<file path="config.mk">
export PLATFORM = sky130hd
export DESIGN_NAME = byte_stuffed_frame_parser_crc8
export DESIGN_NICKNAME = d
export VERILOG_FILES = /design/src/rtl/bsfp_pkg.sv /design/src/rtl/byte_stuffed_frame_parser_crc8.sv /design/src/rtl/bsfp_queue.sv /design/src/rtl/bsfp_front.sv /design/src/rtl/bsfp_back.sv
export SDC_FILE = /design/constraint.sdc
export NUM_CORES = 1
export LEC_CHECK = 0
export ABC_AREA = 1
export BUFFER_PORTS_ARGS = -buffer_cell sky130_fd_sc_hd__buf_2
export CORE_UTILIZATION = 60
export CTS_CLUSTER_DIAMETER = 40
export DETAILED_ROUTE_END_ITERATION = 12
export GPL_TIMING_DRIVEN = 0
export PLACE_DENSITY = 0.76
export SLEW_MARGIN = 10
export SYNTH_ARGS = -nofsm -noshare
export SYNTH_HDL_FRONTEND = slang
export SYNTH_SLANG_ARGS = --single-unit
</file>
<file path="constraint.sdc">
create_clock -name aclk -period 5 [get_ports aclk]
set_clock_uncertainty 0.05 [all_clocks]
set_input_delay 1 -clock aclk [delete_from_list [all_inputs] [get_ports aclk]]
set_output_delay 1 -clock aclk [all_outputs]
set_load 0.01 [all_outputs]
</file>
<file path="src/rtl/bsfp_pkg.sv">
`timescale 1ns / 1ps
`default_nettype none

package bsfp_pkg;

    // Result status codes.
    typedef enum logic [1:0] {
        ST_GOOD    = 2'd0,
        ST_FRAMING = 2'd1,
        ST_CRC     = 2'd2
    } status_t;

    // Configuration register indexes.
    localparam int CFG_IDX_W = 2;
    localparam logic [CFG_IDX_W-1:0] CFG_START_BYTE  = 2'd0;
    localparam logic [CFG_IDX_W-1:0] CFG_END_BYTE    = 2'd1;
    localparam logic [CFG_IDX_W-1:0] CFG_ESCAPE_BYTE = 2'd2;
    localparam logic [CFG_IDX_W-1:0] CFG_ESCAPE_MASK = 2'd3;

    localparam logic [7:0] START_RESET = 8'h7E;
    localparam logic [7:0] END_RESET   = 8'h7F;
    localparam logic [7:0] ESC_RESET   = 8'h7D;
    localparam logic [7:0] MASK_RESET  = 8'h20;

    localparam logic [7:0] CRC_POLY = 8'h31;
    localparam logic [7:0] CRC_MSB  = 8'h80;
    localparam logic [7:0] CRC_INIT = 8'h00;

    localparam int OUT_DATA_W = 64;

    // One closed frame, handed from the front to the back.
    typedef struct packed {
        status_t    status;
        logic [7:0] cmd;
        logic [7:0] len;
    } frame_evt_t;

    // Back-to-front control: store read port and release of the store.
    typedef struct packed {
        logic       rd_en;
        logic [7:0] rd_addr;
        logic       done;
    } back_ctl_t;

    function automatic logic [7:0] crc8_update(input logic [7:0] crc_in,
                                               input logic [7:0] data);
        logic [7:0] c;
        c = crc_in ^ data;
        for (int k = 0; k < 8; k++) begin
            if ((c & CRC_MSB) != CRC_INIT) begin
                c = {c[6:0], 1'b0} ^ CRC_POLY;
            end else begin
                c = {c[6:0], 1'b0};
            end
        end
        return c;
    endfunction

endpackage

`default_nettype wire

</file>
<file path="src/rtl/byte_stuffed_frame_parser_crc8.sv">
`timescale 1ns / 1ps
`default_nettype none

// Channel | Direction | Handshake          | Contents
// s_      | in        | s_tvalid/s_tready  | raw link byte
// m_      | out       | m_tvalid/m_tready  | one result item, m_tlast ends a run
// cfg_    | in        | cfg_valid/cfg_ready| register index and 8-bit value
//
// Link bytes are taken one per cycle unless stalled; stored bytes after the
// length update the CRC on the fly. Each payload item of a good frame takes a
// registered store read, then an output load; an error or empty frame's item
// loads as its event pops. Input stalls from a good frame's end until its
// payload has left the store, and while the two-entry event queue is full.
// Synchronous reset restores delimiters, clears only control state and counts.
module byte_stuffed_frame_parser_crc8
    import bsfp_pkg::*;
#(
    parameter int MAX_PAYLOAD = 32
) (
    input  wire                   aclk,
    input  wire                   aresetn,
    input  wire                   s_tvalid,
    output logic                  s_tready,
    input  wire  [7:0]            s_tdata,   // in_byte[7:0]
    output logic                  m_tvalid,
    input  wire                   m_tready,
    // status[1:0], command[9:2], length[15:10], byte_index[20:16],
    // payload_byte[28:21], byte_valid[29], framing_error_count[45:30],
    // crc_error_count[61:46], zero fill[63:62]
    output logic [OUT_DATA_W-1:0] m_tdata,
    output logic                  m_tlast,   // last
    input  wire                   cfg_valid,
    output logic                  cfg_ready,
    input  wire  [CFG_IDX_W-1:0]  cfg_index,
    input  wire  [7:0]            cfg_data
);

    logic       q_push, q_full, q_pop, q_valid;
    frame_evt_t q_din, q_dout;
    back_ctl_t  ctl;
    logic [7:0] rd_data;

    bsfp_front #(
        .MAX_PAYLOAD(MAX_PAYLOAD)
    ) u_front (
        .aclk      (aclk),
        .aresetn   (aresetn),
        .s_tvalid  (s_tvalid),
        .s_tready  (s_tready),
        .s_tdata   (s_tdata),
        .cfg_valid (cfg_valid),
        .cfg_ready (cfg_ready),
        .cfg_index (cfg_index),
        .cfg_data  (cfg_data),
        .q_push    (q_push),
        .q_entry   (q_din),
        .q_full    (q_full),
        .ctl       (ctl),
        .rd_data   (rd_data)
    );

    bsfp_queue u_queue (
        .aclk    (aclk),
        .aresetn (aresetn),
        .push    (q_push),
        .din     (q_din),
        .full    (q_full),
        .pop     (q_pop),
        .valid   (q_valid),
        .dout    (q_dout)
    );

    bsfp_back #(
        .MAX_PAYLOAD(MAX_PAYLOAD)
    ) u_back (
        .aclk     (aclk),
        .aresetn  (aresetn),
        .q_valid  (q_valid),
        .q_entry  (q_dout),
        .q_pop    (q_pop),
        .ctl      (ctl),
        .rd_data  (rd_data),
        .m_tvalid (m_tvalid),
        .m_tready (m_tready),
        .m_tdata  (m_tdata),
        .m_tlast  (m_tlast)
    );

endmodule

`default_nettype wire

</file>
<file path="src/rtl/bsfp_queue.sv">
`timescale 1ns / 1ps
`default_nettype none

module bsfp_queue
    import bsfp_pkg::*;
(
    input  wire         aclk,
    input  wire         aresetn,
    input  wire         push,
    input  frame_evt_t  din,
    output logic        full,
    input  wire         pop,
    output logic        valid,
    output frame_evt_t  dout
);

    frame_evt_t entry_reg [2];
    logic       wr_ptr_reg;
    logic       rd_ptr_reg;
    logic [1:0] count_reg;

    assign full  = (count_reg == 2'd2);
    assign valid = (count_reg != 2'd0);
    assign dout  = entry_reg[rd_ptr_reg];

    always_ff @(posedge aclk) begin
        if (push) begin
            entry_reg[wr_ptr_reg] <= din;
        end
    end

    always_ff @(posedge aclk) begin
        if (!aresetn) begin
            wr_ptr_reg <= 1'b0;
            rd_ptr_reg <= 1'b0;
            count_reg  <= 2'd0;
        end else begin
            if (push) begin
                wr_ptr_reg <= ~wr_ptr_reg;
            end
            if (pop) begin
                rd_ptr_reg <= ~rd_ptr_reg;
            end
            count_reg <= count_reg + {1'b0, push} - {1'b0, pop};
        end
    end

endmodule

`default_nettype wire

</file>
<file path="src/rtl/bsfp_front.sv">
`timescale 1ns / 1ps
`default_nettype none

module bsfp_front
    import bsfp_pkg::*;
#(
    parameter int MAX_PAYLOAD = 32
) (
    input  wire                  aclk,
    input  wire                  aresetn,
    input  wire                  s_tvalid,
    output logic                 s_tready,
    input  wire  [7:0]           s_tdata,
    input  wire                  cfg_valid,
    output logic                 cfg_ready,
    input  wire  [CFG_IDX_W-1:0] cfg_index,
    input  wire  [7:0]           cfg_data,
    output logic                 q_push,
    output frame_evt_t           q_entry,
    input  wire                  q_full,
    input  back_ctl_t            ctl,
    output logic [7:0]           rd_data
);

    localparam int DEPTH = MAX_PAYLOAD + 3;
    localparam int AW    = $clog2(DEPTH);
    localparam int FW    = $clog2(DEPTH + 1);

    typedef enum logic [2:0] {
        BK_START,
        BK_IGNORE,
        BK_ESCAPE,
        BK_END,
        BK_DATA
    } byte_kind_t;

    logic [7:0]    start_reg, end_reg, esc_reg, mask_reg;
    logic          in_frame_reg;
    logic          esc_pend_reg;
    logic [FW-1:0] fill_reg;
    logic [7:0]    len_reg, cmd_reg;
    logic [7:0]    crc_reg, prev_crc_reg, last_reg;
    logic          lock_reg;
    logic [7:0]    store [DEPTH];
    logic [7:0]    rd_data_reg;

    logic          accept;
    byte_kind_t    kind;
    logic [7:0]    data_byte;
    logic          store_full;
    logic          store_wr;
    logic          restart;

    assign s_tready  = !lock_reg && !q_full;
    assign accept    = s_tvalid && s_tready;
    assign cfg_ready = 1'b1;
    assign rd_data   = rd_data_reg;

    assign data_byte  = esc_pend_reg ? (s_tdata ^ mask_reg) : s_tdata;
    assign store_full = (fill_reg == FW'(DEPTH));

    always_comb begin
        if (!esc_pend_reg && s_tdata == start_reg) begin
            kind = BK_START;
        end else if (!in_frame_reg) begin
            kind = BK_IGNORE;
        end else if (!esc_pend_reg && s_tdata == esc_reg) begin
            kind = BK_ESCAPE;
        end else if (!esc_pend_reg && s_tdata == end_reg) begin
            kind = BK_END;
        end else begin
            kind = BK_DATA;
        end
    end

    // The running CRC covers every stored byte after the length; the value
    // before the newest byte is the check over cmd and payload once the
    // newest byte turns out to be the trailing CRC.
    always_comb begin
        q_push   = 1'b0;
        q_entry  = '{status: ST_FRAMING, cmd: 8'd0, len: 8'd0};
        store_wr = 1'b0;
        restart  = 1'b0;
        if (accept) begin
            unique case (kind)
                BK_END: begin
                    q_push  = 1'b1;
                    restart = 1'b1;
                    if (fill_reg < FW'(2)) begin
                        q_entry.status = ST_FRAMING;
                    end else if (len_reg > 8'(MAX_PAYLOAD) ||
                                 ({1'b0, len_reg} + 9'd3) != 9'(fill_reg)) begin
                        q_entry.status = ST_FRAMING;
                    end else if (prev_crc_reg != last_reg) begin
                        q_entry.status = ST_CRC;
                    end else begin
                        q_entry.status = ST_GOOD;
                        q_entry.cmd    = cmd_reg;
                        q_entry.len    = len_reg;
                    end
                end
                BK_DATA: begin
                    if (store_full) begin
                        q_push  = 1'b1;
                        restart = 1'b1;
                    end else begin
                        store_wr = 1'b1;
                    end
                end
                BK_START, BK_IGNORE, BK_ESCAPE: begin
                end
                default: begin
                end
            endcase
        end
    end

    always_ff @(posedge aclk) begin
        if (store_wr) begin
            store[fill_reg[AW-1:0]] <= data_byte;
        end
        if (ctl.rd_en) begin
            rd_data_reg <= store[ctl.rd_addr[AW-1:0]];
        end
    end

    always_ff @(posedge aclk) begin
        if (!aresetn) begin
            start_reg    <= START_RESET;
            end_reg      <= END_RESET;
            esc_reg      <= ESC_RESET;
            mask_reg     <= MASK_RESET;
            in_frame_reg <= 1'b0;
            esc_pend_reg <= 1'b0;
            fill_reg     <= '0;
            crc_reg      <= CRC_INIT;
            lock_reg     <= 1'b0;
        end else begin
            if (cfg_valid && cfg_ready) begin
                unique case (cfg_index)
                    CFG_START_BYTE:  start_reg <= cfg_data;
                    CFG_END_BYTE:    end_reg   <= cfg_data;
                    CFG_ESCAPE_BYTE: esc_reg   <= cfg_data;
                    CFG_ESCAPE_MASK: mask_reg  <= cfg_data;
                    default: begin
                    end
                endcase
            end
            if (ctl.done) begin
                lock_reg <= 1'b0;
            end else if (q_push && q_entry.status == ST_GOOD) begin
                lock_reg <= 1'b1;
            end
            if (accept) begin
                if (kind == BK_START) begin
                    in_frame_reg <= 1'b1;
                    esc_pend_reg <= 1'b0;
                    fill_reg     <= '0;
                    crc_reg      <= CRC_INIT;
                end else if (restart) begin
                    in_frame_reg <= 1'b0;
                    esc_pend_reg <= 1'b0;
                    fill_reg     <= '0;
                end else if (kind == BK_ESCAPE) begin
                    esc_pend_reg <= 1'b1;
                end else if (store_wr) begin
                    esc_pend_reg <= 1'b0;
                    fill_reg     <= fill_reg + FW'(1);
                    prev_crc_reg <= crc_reg;
                    last_reg     <= data_byte;
                    if (fill_reg == '0) begin
                        len_reg <= data_byte;
                    end else begin
                        crc_reg <= crc8_update(crc_reg, data_byte);
                    end
                    if (fill_reg == FW'(1)) begin
                        cmd_reg <= data_byte;
                    end
                end
            end
        end
    end

    a_push_has_room: assert property (@(posedge aclk) disable iff (!aresetn)
        q_push |-> !q_full) else $error("frame event pushed into a full queue");

    a_fill_bounded: assert property (@(posedge aclk) disable iff (!aresetn)
        fill_reg <= FW'(DEPTH)) else $error("fill count beyond store depth");

    a_good_locks: assert property (@(posedge aclk) disable iff (!aresetn)
        q_push && q_entry.status == ST_GOOD |=> lock_reg)
        else $error("good frame did not lock the store");

endmodule

`default_nettype wire

</file>
<file path="src/rtl/bsfp_back.sv">
`timescale 1ns / 1ps
`default_nettype none

module bsfp_back
    import bsfp_pkg::*;
#(
    parameter int MAX_PAYLOAD = 32
) (
    input  wire                   aclk,
    input  wire                   aresetn,
    input  wire                   q_valid,
    input  frame_evt_t            q_entry,
    output logic                  q_pop,
    output back_ctl_t             ctl,
    input  wire  [7:0]            rd_data,
    output logic                  m_tvalid,
    input  wire                   m_tready,
    output logic [OUT_DATA_W-1:0] m_tdata,
    output logic                  m_tlast
);

    localparam int IW = $clog2(MAX_PAYLOAD + 1);

    typedef enum logic [1:0] {
        ST_IDLE,
        ST_RD,
        ST_WR
    } state_t;

    state_t        state_reg;
    logic [7:0]    cmd_reg, len_reg;
    logic [IW-1:0] idx_reg;

    logic          out_valid_reg;
    status_t       o_status_reg;
    logic [7:0]    o_cmd_reg;
    logic [5:0]    o_len_reg;
    logic [4:0]    o_idx_reg;
    logic [7:0]    o_byte_reg;
    logic          o_bvalid_reg;
    logic          o_last_reg;
    logic [15:0]   fe_reg, ce_reg;

    logic          out_free;
    logic          is_last;
    logic          direct_evt;
    logic          out_load;

    assign out_free   = !out_valid_reg || m_tready;
    assign is_last    = (8'(idx_reg) + 8'd1) == len_reg;
    assign direct_evt = (q_entry.status != ST_GOOD) || (q_entry.len == 8'd0);
    assign q_pop      = (state_reg == ST_IDLE) && q_valid && out_free;
    assign out_load   = (q_pop && direct_evt) || (state_reg == ST_WR && out_free);

    always_comb begin
        ctl.rd_en   = (state_reg == ST_RD);
        ctl.rd_addr = 8'(idx_reg) + 8'd2;
        ctl.done    = (q_pop && q_entry.status == ST_GOOD && q_entry.len == 8'd0) ||
                      (state_reg == ST_WR && out_free && is_last);
    end

    assign m_tvalid = out_valid_reg;
    assign m_tlast  = o_last_reg;
    // m_tdata, from bit 0: status[1:0], command[9:2], length[15:10],
    // byte_index[20:16], payload_byte[28:21], byte_valid[29],
    // framing_error_count[45:30], crc_error_count[61:46], zero fill.
    assign m_tdata  = {2'b00, ce_reg, fe_reg, o_bvalid_reg, o_byte_reg,
                       o_idx_reg, o_len_reg, o_cmd_reg, o_status_reg};

    always_ff @(posedge aclk) begin
        if (!aresetn) begin
            state_reg     <= ST_IDLE;
            out_valid_reg <= 1'b0;
            fe_reg        <= '0;
            ce_reg        <= '0;
        end else begin
            if (out_load) begin
                out_valid_reg <= 1'b1;
            end else if (m_tready) begin
                out_valid_reg <= 1'b0;
            end
            unique case (state_reg)
                ST_IDLE: begin
                    if (q_pop) begin
                        cmd_reg <= q_entry.cmd;
                        len_reg <= q_entry.len;
                        idx_reg <= '0;
                        if (direct_evt) begin
                            o_status_reg  <= q_entry.status;
                            o_cmd_reg     <= q_entry.cmd;
                            o_len_reg     <= 6'd0;
                            o_idx_reg     <= 5'd0;
                            o_byte_reg    <= 8'd0;
                            o_bvalid_reg  <= 1'b0;
                            o_last_reg    <= 1'b1;
                            if (q_entry.status == ST_FRAMING && fe_reg != 16'hFFFF) begin
                                fe_reg <= fe_reg + 16'd1;
                            end
                            if (q_entry.status == ST_CRC && ce_reg != 16'hFFFF) begin
                                ce_reg <= ce_reg + 16'd1;
                            end
                        end else begin
                            state_reg <= ST_RD;
                        end
                    end
                end
                ST_RD: begin
                    state_reg <= ST_WR;
                end
                ST_WR: begin
                    if (out_free) begin
                        o_status_reg  <= ST_GOOD;
                        o_cmd_reg     <= cmd_reg;
                        o_len_reg     <= len_reg[5:0];
                        o_idx_reg     <= 5'(idx_reg);
                        o_byte_reg    <= rd_data;
                        o_bvalid_reg  <= 1'b1;
                        o_last_reg    <= is_last;
                        idx_reg       <= idx_reg + IW'(1);
                        state_reg     <= is_last ? ST_IDLE : ST_RD;
                    end
                end
                default: begin
                    state_reg <= ST_IDLE;
                end
            endcase
        end
    end

    a_wr_after_rd: assert property (@(posedge aclk) disable iff (!aresetn)
        state_reg == ST_WR |-> $past(state_reg) == ST_RD || $past(state_reg) == ST_WR)
        else $error("payload write without a preceding store read");

    a_fe_monotonic: assert property (@(posedge aclk) disable iff (!aresetn)
        $past(aresetn) |-> fe_reg >= $past(fe_reg))
        else $error("framing error count decreased");

    a_payload_item_valid: assert property (@(posedge aclk) disable iff (!aresetn)
        state_reg == ST_WR && out_free |=> m_tvalid && m_tdata[29])
        else $error("payload item loaded without byte_valid");

endmodule

`default_nettype wire

</file>
* After elaboration in Yosys (flattened, before gate mapping)
Memories as Yosys holds them, arrays and structs flattened. A register that Yosys moved wholly into a read port is not among the register bits.
Cells that the tools add are included.
** Word-level totals
- Bits in registers :: 173
- Memory bits (writable) :: 316
- Input port bits :: 23
- Output and inout bits :: 68
- Logic and storage cells :: 280
- Memories kept :: 2
** Cells by class
- $add $sub $neg :: 9
- $lt $le $gt $ge :: 2
- Equality and inequality tests :: 29
- Mux-type cells :: 135
- Bitwise operators :: 16
- Reduce and logical (&&, ||, !) cells :: 57
** Memories
- u_front.store :: depth 35, bits a word 8, rd ports 1, clocked after Yosys merged registers in 1, wr ports 1, RTL line bsfp_front.sv:44 : logic [7:0] store [DEPTH];
- u_queue.entry_reg :: depth 2, bits a word 18, rd ports 1, clocked after Yosys merged registers in 1, wr ports 1, RTL line bsfp_queue.sv:17 : frame_evt_t entry_reg [2];
** Operators by type and width (number)
- two-way mux 8 bit :: 61
- two-way mux 6 bit :: 17
- two-way mux 16 bit :: 3
- two-way mux 18 bit :: 2
- adder 16 x 1 -> 16 bit, second input constant :: 2
- equality test 8 bit :: 4
- != test 16 bit, second input constant :: 2
- one-hot mux 8 bit (2 select lines) :: 2
- two-way mux 1 bit :: 26
- inverter 3 bit :: 8
- one-hot mux 6 bit (2 select lines) :: 2
- two-way mux 2 bit :: 9
- XOR 8 bit :: 2
- logical AND 1 bit :: 15
- two-way mux 5 bit :: 3
- AND reduction 7 bit :: 2
- adder 6 x 1 -> 6 bit, second input constant :: 2
- two-way mux 3 bit :: 4
- AND reduction 2 bit :: 6
- AND reduction 4 bit :: 3
- nonzero test 2 bit :: 6
- equality test 2 bit, second input constant :: 5
- != test 2 x 1 -> 1 bit, second input constant :: 5
- one-hot mux 5 bit (2 select lines) :: 1
- 32 further kinds :: 56

* Logic depth before layout (Yosys ltp)
Gate-level depths: netlist (run 1).
- Depth after elaboration :: 76
- Depth in mapped cells :: 16
- Mapped depth without buffers :: 15

* Hierarchy
Synthesis (run 1) repeated with hierarchy kept, for this count alone.
** Unflattened totals
- Cell total of the unflattened synthesis :: 2100
- Area total of the unflattened synthesis :: 21683.3 um^2
** By module, submodules not included
- bsfp_front :: times used 1, cells an instance 1485, area an instance 15741.3 um^2, sequential area each 10590.2 um^2
- bsfp_back :: times used 1, cells an instance 526, area an instance 4364.2 um^2, sequential area each 2292.2 um^2
- bsfp_queue :: times used 1, cells an instance 89, area an instance 1577.8 um^2, sequential area each 1181.1 um^2

* Least setup slack after synthesis (run 1)
OpenSTA, ideal clock, no wires.
- Path kind :: input to register
- Start :: input port aresetn
- End :: register u_back.o_last_reg (netlist: u_back.m_tlast) (enable)
- Library setup time :: 429 ps
- Arrival :: 3225 ps
- Data required time :: 4521 ps
- Setup slack :: 1296 ps
- Stages :: 5
- Buffers on the path :: 3
- Cell sequence :: clkbuf_1 > inv_1 > clkbuf_1 > clkbuf_1 > a21oi_1
** Between the ends
- Cells in the longest elaborated chain, start to end :: 1
** Ends and longest elaborated chain
- start, declared :: RTL line byte_stuffed_frame_parser_crc8.sv:21 : input wire aresetn,
- AND reduction 5 bit (no source line)
- end signal, assigned :: RTL line bsfp_back.sv:118 : o_last_reg <= is_last;
- end, declared :: RTL line bsfp_back.sv:41 : logic o_last_reg;
Every way passes these cells.
A chain may end at the register's enable or synchronous reset.

* Worst setup path after layout (run 1)
- Start :: input port s_tdata[5]
- End :: memory u_front.store[4][5] (enable)
** Between the ends
- Cells in the longest elaborated chain, start to end :: 11
- Elaborated cells between the ends (all ways) :: 15
- Classes of those cells :: eq/ne: 4; mux: 8; reduce/logical: 3
** Ends and longest elaborated chain
- start, declared :: RTL line byte_stuffed_frame_parser_crc8.sv:24 : input wire [7:0] s_tdata,
- equality test 8 bit :: RTL line bsfp_front.sv:69 : end else if (!esc_pend_reg && s_tdata == end_reg) begin
- logical AND 1 bit :: RTL line bsfp_front.sv:69
- two-way mux 3 bit :: RTL line bsfp_front.sv:69
- two-way mux 3 bit :: RTL line bsfp_front.sv:67 : end else if (!esc_pend_reg && s_tdata == esc_reg) begin
- two-way mux 3 bit :: RTL line bsfp_front.sv:65 : end else if (!in_frame_reg) begin
- two-way mux 3 bit * :: RTL line bsfp_front.sv:63 : if (!esc_pend_reg && s_tdata == start_reg) begin
- equality test 3 bit * :: RTL line bsfp_front.sv:85 : unique case (kind)
- two-way mux 1 bit * :: RTL line bsfp_front.sv:85
- two-way mux 1 bit * :: RTL line bsfp_front.sv:84 : if (accept) begin
- two-way mux 1 bit * :: RTL line bsfp_front.sv:119 : if (store_wr) begin
- two-way mux 1 bit (implied by the code) * :: RTL line bsfp_front.sv:120 : store[fill_reg[AW-1:0]] <= data_byte;
- end, declared :: RTL line bsfp_front.sv:44
Every way passes the cells marked *; elsewhere a longest branch is shown, timed or not.

==> qor.csv, run 1 <==
stage,metric,value,unit
finish,"most common cell after layout, fill and taps aside",edfxtp_1,
clock_network,Hold Buf Count CTS,0,
timing,endpoints failing setup,0,
floorplan,I/O pin total,91,
floorplan,full die area,0.03675,mm²
timing,RSZ-0062 raised after global routing,no,
worst_setup_path,crit path DAT,3.37,ns
min_path,HP Class,reg2reg,
timing,Tcrit/Tclk final,63.63,%
clock_network,root buf cell,clkbuf_16,
job,max-cap viol count,0,
synthesis,Synth Instances,2007,
drt,Post-Route WL,57760,µm
grt,first-pass GRT wire length,87220,µm
timing,worst slew pin tran,1.111,ns
worst_setup_path,Critical Path Fanout Max,8,
finish,number of flip-flops under the largest register name,280,
synthesis,sequential fraction of the synthesis area,65.14,%
synthesis,top-area cell type share of the netlist area,56.89,%
floorplan,DIE HEIGHT,191.7,µm
drt,Final ANT Viol Nets,0,
floorplan,Core Area,0.03548,mm²
worst_setup_path,crit path capture type,register,
power_and_ir_drop,clock power share,35.9,%
synthesis,Yosys top cell by area,edfxtp_1,
timing,crit path time final,3.181,ns
grt,largest net degree at the start of global routing,41,
power_and_ir_drop,leakage,0.009008,µW
synthesis,Yosys warnings,0,
finish,"commonest non-fill, non-tap cells in the layout","edfxtp_1, nand2_1, nor2_1",
placed_design,RD Place Congestion,1.026,
power_and_ir_drop,VDD IR max,0.4624,mV
worst_setup_path,"Data required, critical path",5.19,ns
clock_network,H-tree depth,2,
placed_design,I/O Buffers,86,
finish,Layout Nets,2203,
floorplan,number of cell rows,69,
power_and_ir_drop,Pwr Total,11180,µW
worst_setup_path,crit path launch type,primary input,
worst_setup_path,critical path type,in2reg,
synthesis,synthesis-stage register bit count,498,
power_and_ir_drop,Comb pwr share,21.5,%
synthesis,Post-synth ARST share,0,%
timing,"Slew Viols, Final",0,
timing,Slew Limit Headroom,25.68,%
run_status,outcome,"finished, final reports clean",
grt,All-Layer GR Usage,32.00,%
drt,vias post-DR,16090,
floorplan,Initial Util,60.84,%
grt,vias in the first global route,15550,
finish,layout filler cell count,2560,
timing,Achievable Freq,314.3,MHz
synthesis,Most used DFF post-synth,edfxtp_1,
clock_network,clock buffer count from CTS,60,
clock_network,PostCTS Resize Cnt,0,
synthesis,largest cells by area after synthesis,"edfxtp_1, dfxtp_1, nand2_1",
drt,drt pass-1 iters,7,
finish,share of layout cells above drive strength 1,13.07,%
placed_design,dpl cells,2568,
drt,1st-iter DRT viols,1733,
finish,n_diodes,0,
finish,Finished Layout Cells,2680,
placed_design,DP HPWL,39040,µm
power_and_ir_drop,PwrDens,452.8,mW/mm²
clock_network,CTS tree,yes,
clock_network,CTS Buffer Depth,3,
power_and_ir_drop,sequential power share,42.6,%
clock_network,Worst-Skew Late Latency,0.62,ns
power_and_ir_drop,switch share,31.89,%
clock_network,Clock Pin Slew Worst Setup and Hold Paths,0.06,ns
power_and_ir_drop,P_int,7614,µW
synthesis,"EDFF count, synth",409,
grt,total grt overflow,0,
clock_network,setup repair bufs after CTS,0,
synthesis,synth unique cells,55,
drt,vias per cell,6.003,
clock_network,clock sinks,498,
floorplan,Chip Width,191.7,µm
timing,Fin. Hold Viols,0,
synthesis,Mean Syn Cell Area,10.76,µm²
power_and_ir_drop,P_sw,3564,µW
grt,initial antenna violation count,0,
synthesis,post-synthesis cell area,0.02159,mm²
drt,average wire per standard cell,21.55,µm
drt,drt drc,0,
finish,Layout Area Growth over Synthesis,14.34,%
## stage by stage
step / TNS [ns] / cell area, µm² / hold WS, ns / util (%) / setup slack [ns]
4_1_cts: 0 / 24690 / 0.4012 / 69.57 / 1.875
2_1_floorplan: 0 / 21610 / 0.3582 / - / 1.296
3_5_place_dp: 0 / 22840 / 0.3806 / 64.36 / 1.260
5_1_grt: 0 / 24690 / 0.4304 / 69.57 / 1.606
6_report: 0 / 24690 / 0.4019 / 69.57 / 1.819
3_3_place_gp: -1.360 / 22620 / 0.3776 / 63.74 / -0.04784
## Yosys cell counts, drive strengths merged (3+ instances only)
cell and n:
o21ai 194, nand2 325, nor3 19, xnor2 20, o22ai 8, nor2 312, mux2 8, a21oi 54
buf 32, clkinv 3, xor2 36, or2 6, clkbuf 62, o221ai 56, edfxtp 409, a31oi 6
nor4 8, dfxtp 89, inv 140, nand4 20, o211ai 20, nand3 155, nand3b 3, ha 11
## metal layers
metal	wire (µm)	up-vias	GRT usage, %	part of all wire, %
met5	0	-	0	0
met3	5425	157	5.481	9.4
li1	-	7355	-	-
met4	2472	0	15.72	4.3
met1	22330	7647	41.40	39
met2	27530	929	52.36	48
## logic make-up (layout without fill, tap and decap cells)
family | after synthesis | count (layout) | synth area share, %
compound gates | 343 | 343 | 9.481
xor+xnor | 56 | 56 | 2.341
fa+ha+maj | 11 | 11 | 0.6375
buf+inv | 237 | 444 | 4.770
flops | 498 | 498 | 65.14
mux | 8 | 8 | 0.4173
other cells | 2 | 7 | 0.03479
simple gates | 852 | 852 | 17.18
## power by group through the flow
stage          logic (µW)  registers [µW]  clock network, µW
5_1_grt              2550            4780               4190
6_report             2400            4760               4020
3_5_place_dp         2330            4850                  0
2_1_floorplan        1390            4880                  0
4_1_cts              2340            4760               4030
3_3_place_gp         2230            4850                  0
## critical path, cell delays in order
cell     delay [ns]
buf_2          0.14
inv_1          0.15
nand2_1        0.13
nand2_1        0.09
nor2_1         0.05
nand3_1        0.13
nand2_1        0.09
nor2_1         0.17
nand2_4        0.10
inv_2          0.10
nand3_1        0.36
nor2_1         0.83
## layout make-up
class / instances / area (µm²) / area share, %
multi-input combinational: 1277 / 6573 / 26.62
clock inverter: 41 / 284.0 / 1.151
tap: 461 / 576.8 / 2.337
clock buffer: 71 / 1564 / 6.336
buffer: 94 / 483.0 / 1.956
inverter: 143 / 546.8 / 2.215
timing repair buffer: 95 / 595.6 / 2.413
sequential: 498 / 14060 / 56.97
## path summary, 6_finish.rpt
check                             end  slack [ns]                from  cells past startpoint
hold reg to reg              register        0.40  u_queue.rd_ptr_reg                      1
hold / removal               register        0.40  u_queue.rd_ptr_reg                      1
setup / recovery  u_front.store[4][5]        1.82          s_tdata[5]                     12
setup reg to reg   u_front.rd_data[7]        1.90   u_back.idx_reg[2]                      9
Note: power is estimated with default switching activity, not from simulation.
==> run 2, diff against run 1 <==
--- a/config.mk
+++ b/config.mk
@@ -7,11 +7,11 @@
 export LEC_CHECK = 0
 export ABC_AREA = 1
 export BUFFER_PORTS_ARGS = -buffer_cell sky130_fd_sc_hd__buf_2
-export CORE_UTILIZATION = 60
+export CORE_UTILIZATION = 56
 export CTS_CLUSTER_DIAMETER = 40
 export DETAILED_ROUTE_END_ITERATION = 12
 export GPL_TIMING_DRIVEN = 0
-export PLACE_DENSITY = 0.76
+export PLACE_DENSITY = 0.74
 export SLEW_MARGIN = 10
 export SYNTH_ARGS = -nofsm -noshare
 export SYNTH_HDL_FRONTEND = slang
==> constraint.sdc (replaced) <==
create_clock -name aclk -period 2.65 [get_ports aclk]
set_clock_uncertainty 0.05 [all_clocks]
set_input_delay 0.53 -clock aclk [delete_from_list [all_inputs] [get_ports aclk]]
set_output_delay 0.53 -clock aclk [all_outputs]
set_load 0.01 [all_outputs]
==> run 2 against run 1 <==
Net effect:
- the flow now finishes with violations (setup timing)
- largest cell class unchanged
- worst setup slack got worse by 1.9 ns
- cell area increased by 3.6%
- global-route usage decreased by 2.6 points
- via count increased by 0.23%
- sequential share of layout area decreased by 2.0 points
- combinational power increased by 93%
- critical path type is now reg2reg
- first-iteration DRC count decreased by 4.6%
==> qor.csv, run 2 (same netlist as run 1, synthesis figures left out) <==
stage,metric,value,unit,change
floorplan,full die area,0.03934,mm²,+7.1%
drt,vias per cell,5.876,,-2.1%
worst_setup_path,crit path DAT,2.92,ns,-0.45 ns
power_and_ir_drop,PwrDens,867.0,mW/mm²,+91%
worst_setup_path,reg2reg path depth,10,,+1
worst_setup_path,Worst Setup EP,u_front.store[15][7],,
timing,crit path time final,2.723,ns,
run_status,outcome,finished with violations,,
drt,drt pass-1 iters,11,,+4
placed_design,Placed Area,0.02293,mm²,+0.42%
min_path,Hold Path Origin,cfg_data[0],,
worst_setup_path,"CP delay by family, top",simple AND/OR/NAND/NOR gates,,
worst_setup_path,crit path launch type,register,,
worst_setup_path,CP peak stage delay,0.63,ns,-0.20 ns
worst_setup_path,internal reg-to-reg setup slack,-0.07,ns,-1.97 ns
clock_network,Worst-Skew Late Latency,0.64,ns,+0.02 ns
worst_setup_path,Worst path depth,10,,-2
min_path,hold depth,3,,+2
drt,Post-Route WL,57210,µm,-0.96%
timing,RSZ-0062 raised after global routing,yes,,
timing,Fin. Hold Viols,0,,unchanged
floorplan,Chip Width,198.4,µm,+3.5%
finish,"most common cell after layout, fill and taps aside",edfxtp_1,,
job,max-cap viol count,0,,unchanged
worst_setup_path,Worst R2R Start,u_queue.count_reg[0],,
worst_setup_path,Buf/Inv on CP,4,,+1
drt,Final ANT Viol Nets,0,,unchanged
clock_network,root buf cell,clkbuf_16,,
drt,1st-iter DRT viols,1653,,-4.6%
grt,largest net degree at the start of global routing,41,,unchanged
floorplan,Core Area,0.03784,mm²,+6.7%
timing,PnR worst setup slack,-0.07339,ns,-1.892 ns
placed_design,DP HPWL,38150,µm,-2.3%
worst_setup_path,Slowest cell on crit path,nor2_2,,
finish,layout filler cell count,2794,,+9.1%
finish,"Non-Filler Cell Area, Final",0.02557,mm²,+3.6%
finish,n_diodes,0,,unchanged
clock_network,clock sinks,498,,unchanged
worst_setup_path,"most used cell, CP",inv_2,,
worst_setup_path,Critical Path Fanout Max,9,,+1
timing,WHS,0.1691,ns,-0.2328 ns
finish,share of layout cells above drive strength 1,17.11,%,+4.0 points
timing,Slew Limit Headroom,40.10,%,+14 points
floorplan,Initial Util,57.05,%,-3.8 points
floorplan,DIE HEIGHT,198.4,µm,+3.5%
power_and_ir_drop,leakage,0.009321,µW,+3.5%
worst_setup_path,"Data required, critical path",2.85,ns,-2.34 ns
timing,endpoints failing setup,19,,+19
worst_setup_path,crit path launch,u_queue.count_reg[0],,
placed_design,RD Place Congestion,0.9743,,-5.1%
grt,vias in the first global route,15670,,+0.78%
finish,"commonest non-fill, non-tap cells in the layout","edfxtp_1, nand2_1, nor2_1",,
placed_design,I/O Buffers,86,,unchanged
drt,average wire per standard cell,20.85,µm,-3.3%
run_status,violated checks,setup timing,,
grt,first-pass GRT wire length,86600,µm,-0.72%
clock_network,CTS tree,yes,,
grt,All-Layer GR Usage,29.44,%,-2.6 points
timing,worst slew pin tran,0.8916,ns,-0.2195 ns
worst_setup_path,crit path cell chain,"inv_2, a21oi_2, and2_1, buf_4, inv_1, nor2_1, nand2_4, inv_2, nand3_2, nor2_2",,
grt,initial antenna violation count,1,,+1
timing,Tcrit/Tclk final,102.8,%,
drt,vias post-DR,16130,,+0.23%
finish,Layout Nets,2215,,+0.54%
power_and_ir_drop,VDD IR max,0.7312,mV,+58%
worst_setup_path,crit path capture type,register,,
grt,total grt overflow,0,,unchanged
clock_network,clock buffer count from CTS,60,,unchanged
finish,number of flip-flops under the largest register name,280,,unchanged
clock_network,Clock Pin Slew Worst Setup and Hold Paths,0.06,ns,about the same
clock_network,CTS Buffer Depth,3,,unchanged
drt,drt drc,0,,unchanged
placed_design,Setup WS pre-CTS,-0.6178,ns,-1.878 ns
worst_setup_path,critical path type,reg2reg,,
finish,Layout Area Growth over Synthesis,18.42,%,
worst_setup_path,reg2reg end,u_front.store[15][7],,
timing,"Slew Viols, Final",0,,unchanged
timing,Achievable Freq,367.2,MHz,
floorplan,number of cell rows,71,,+2.9%
clock_network,H-tree depth,2,,unchanged
min_path,HP Class,in2reg,,
floorplan,I/O pin total,91,,unchanged
-- run 2: changes by cell type in the layout (fill, tap and decap cells not counted), sizes merged --
cell      change
buf           +9
bufinv        +9
clkbuf        +2
clkinv        -4
clkinvlp      -3
inv           +1
-- run 2: through the flow --
| step | util, % | instances | TNS (ns) | power [µW] |
|---|---|---|---|---|
| global route | 67.56 | 2744 | -7.672 | 22850 |
| detailed placement | 60.60 | 2619 | -152.18 | 13530 |
| CTS | 66.60 | 2734 | -30.67 | 22040 |
| finish | 67.56 | 2744 | -1.010 | 22170 |
| floorplan | - | 2012 | 0 | 11830 |
| global placement | 59.97 | 2609 | -203.74 | 13330 |
-- run 2: routing by layer --
metal / up-vias / track usage [%] / share of wire, %
li1: 7406 / - / -
met1: 7664 / 36.90 / 39
met2: 884 / 48.76 / 48
met3: 169 / 6.064 / 9.0
met4: 2 / 14.30 / 4.3
met5: - / 0 / 0.017
-- run 2: worst min-delay path by stage --
stage	endpoint	slack, ns
6_report	u_front.esc_reg[0]	0.17
3_3_place_gp	u_front.prev_crc_reg[2]	0.37
4_1_cts	u_front.end_reg[0]	0.13
3_5_place_dp	u_front.prev_crc_reg[2]	0.37
5_1_grt	u_front.esc_reg[0]	0.16
2_1_floorplan	u_front.prev_crc_reg[2]	0.36
-- run 2: layout make-up --
type | instances | area (µm²) | area share [%]
Inverter | 143 | 546.8 | 2.139
Clock buffer | 70 | 1560 | 6.103
Buffer | 94 | 531.8 | 2.080
Tap cell | 511 | 639.4 | 2.501
Timing Repair Buffer | 107 | 764.5 | 2.990
Clock inverter | 44 | 556.8 | 2.178
Multi-Input combinational cell | 1277 | 6903 | 27.00
Sequential cell | 498 | 14060 | 55.01
-- run 2: tightest hold or removal path: cells and delay by family --
kind	cells	cell delay, ns
compound gates	1	0.07
buf+inv	1	0.13
simple gates	1	0.06
-- run 2: repair_timing --
action / in CTS / in global routing
setup endpoints to repair: 316 / 228
resized for setup: 46 / 76
setup buffers: 1 / 10
endpoints found under the hold margin: 0 / 0
hold buffers: 0 / 0
pin swaps: 0 / 8
-- run 2: where the power goes --
| part | internal (µW) | switching [µW] | total, µW |
|---|---|---|---|
| clock | 5170 | 3400 | 8570 |
| sequential | 8850 | 128 | 8980 |
| combinational | 1350 | 3270 | 4620 |
| total | 15400 | 6800 | 22200 |
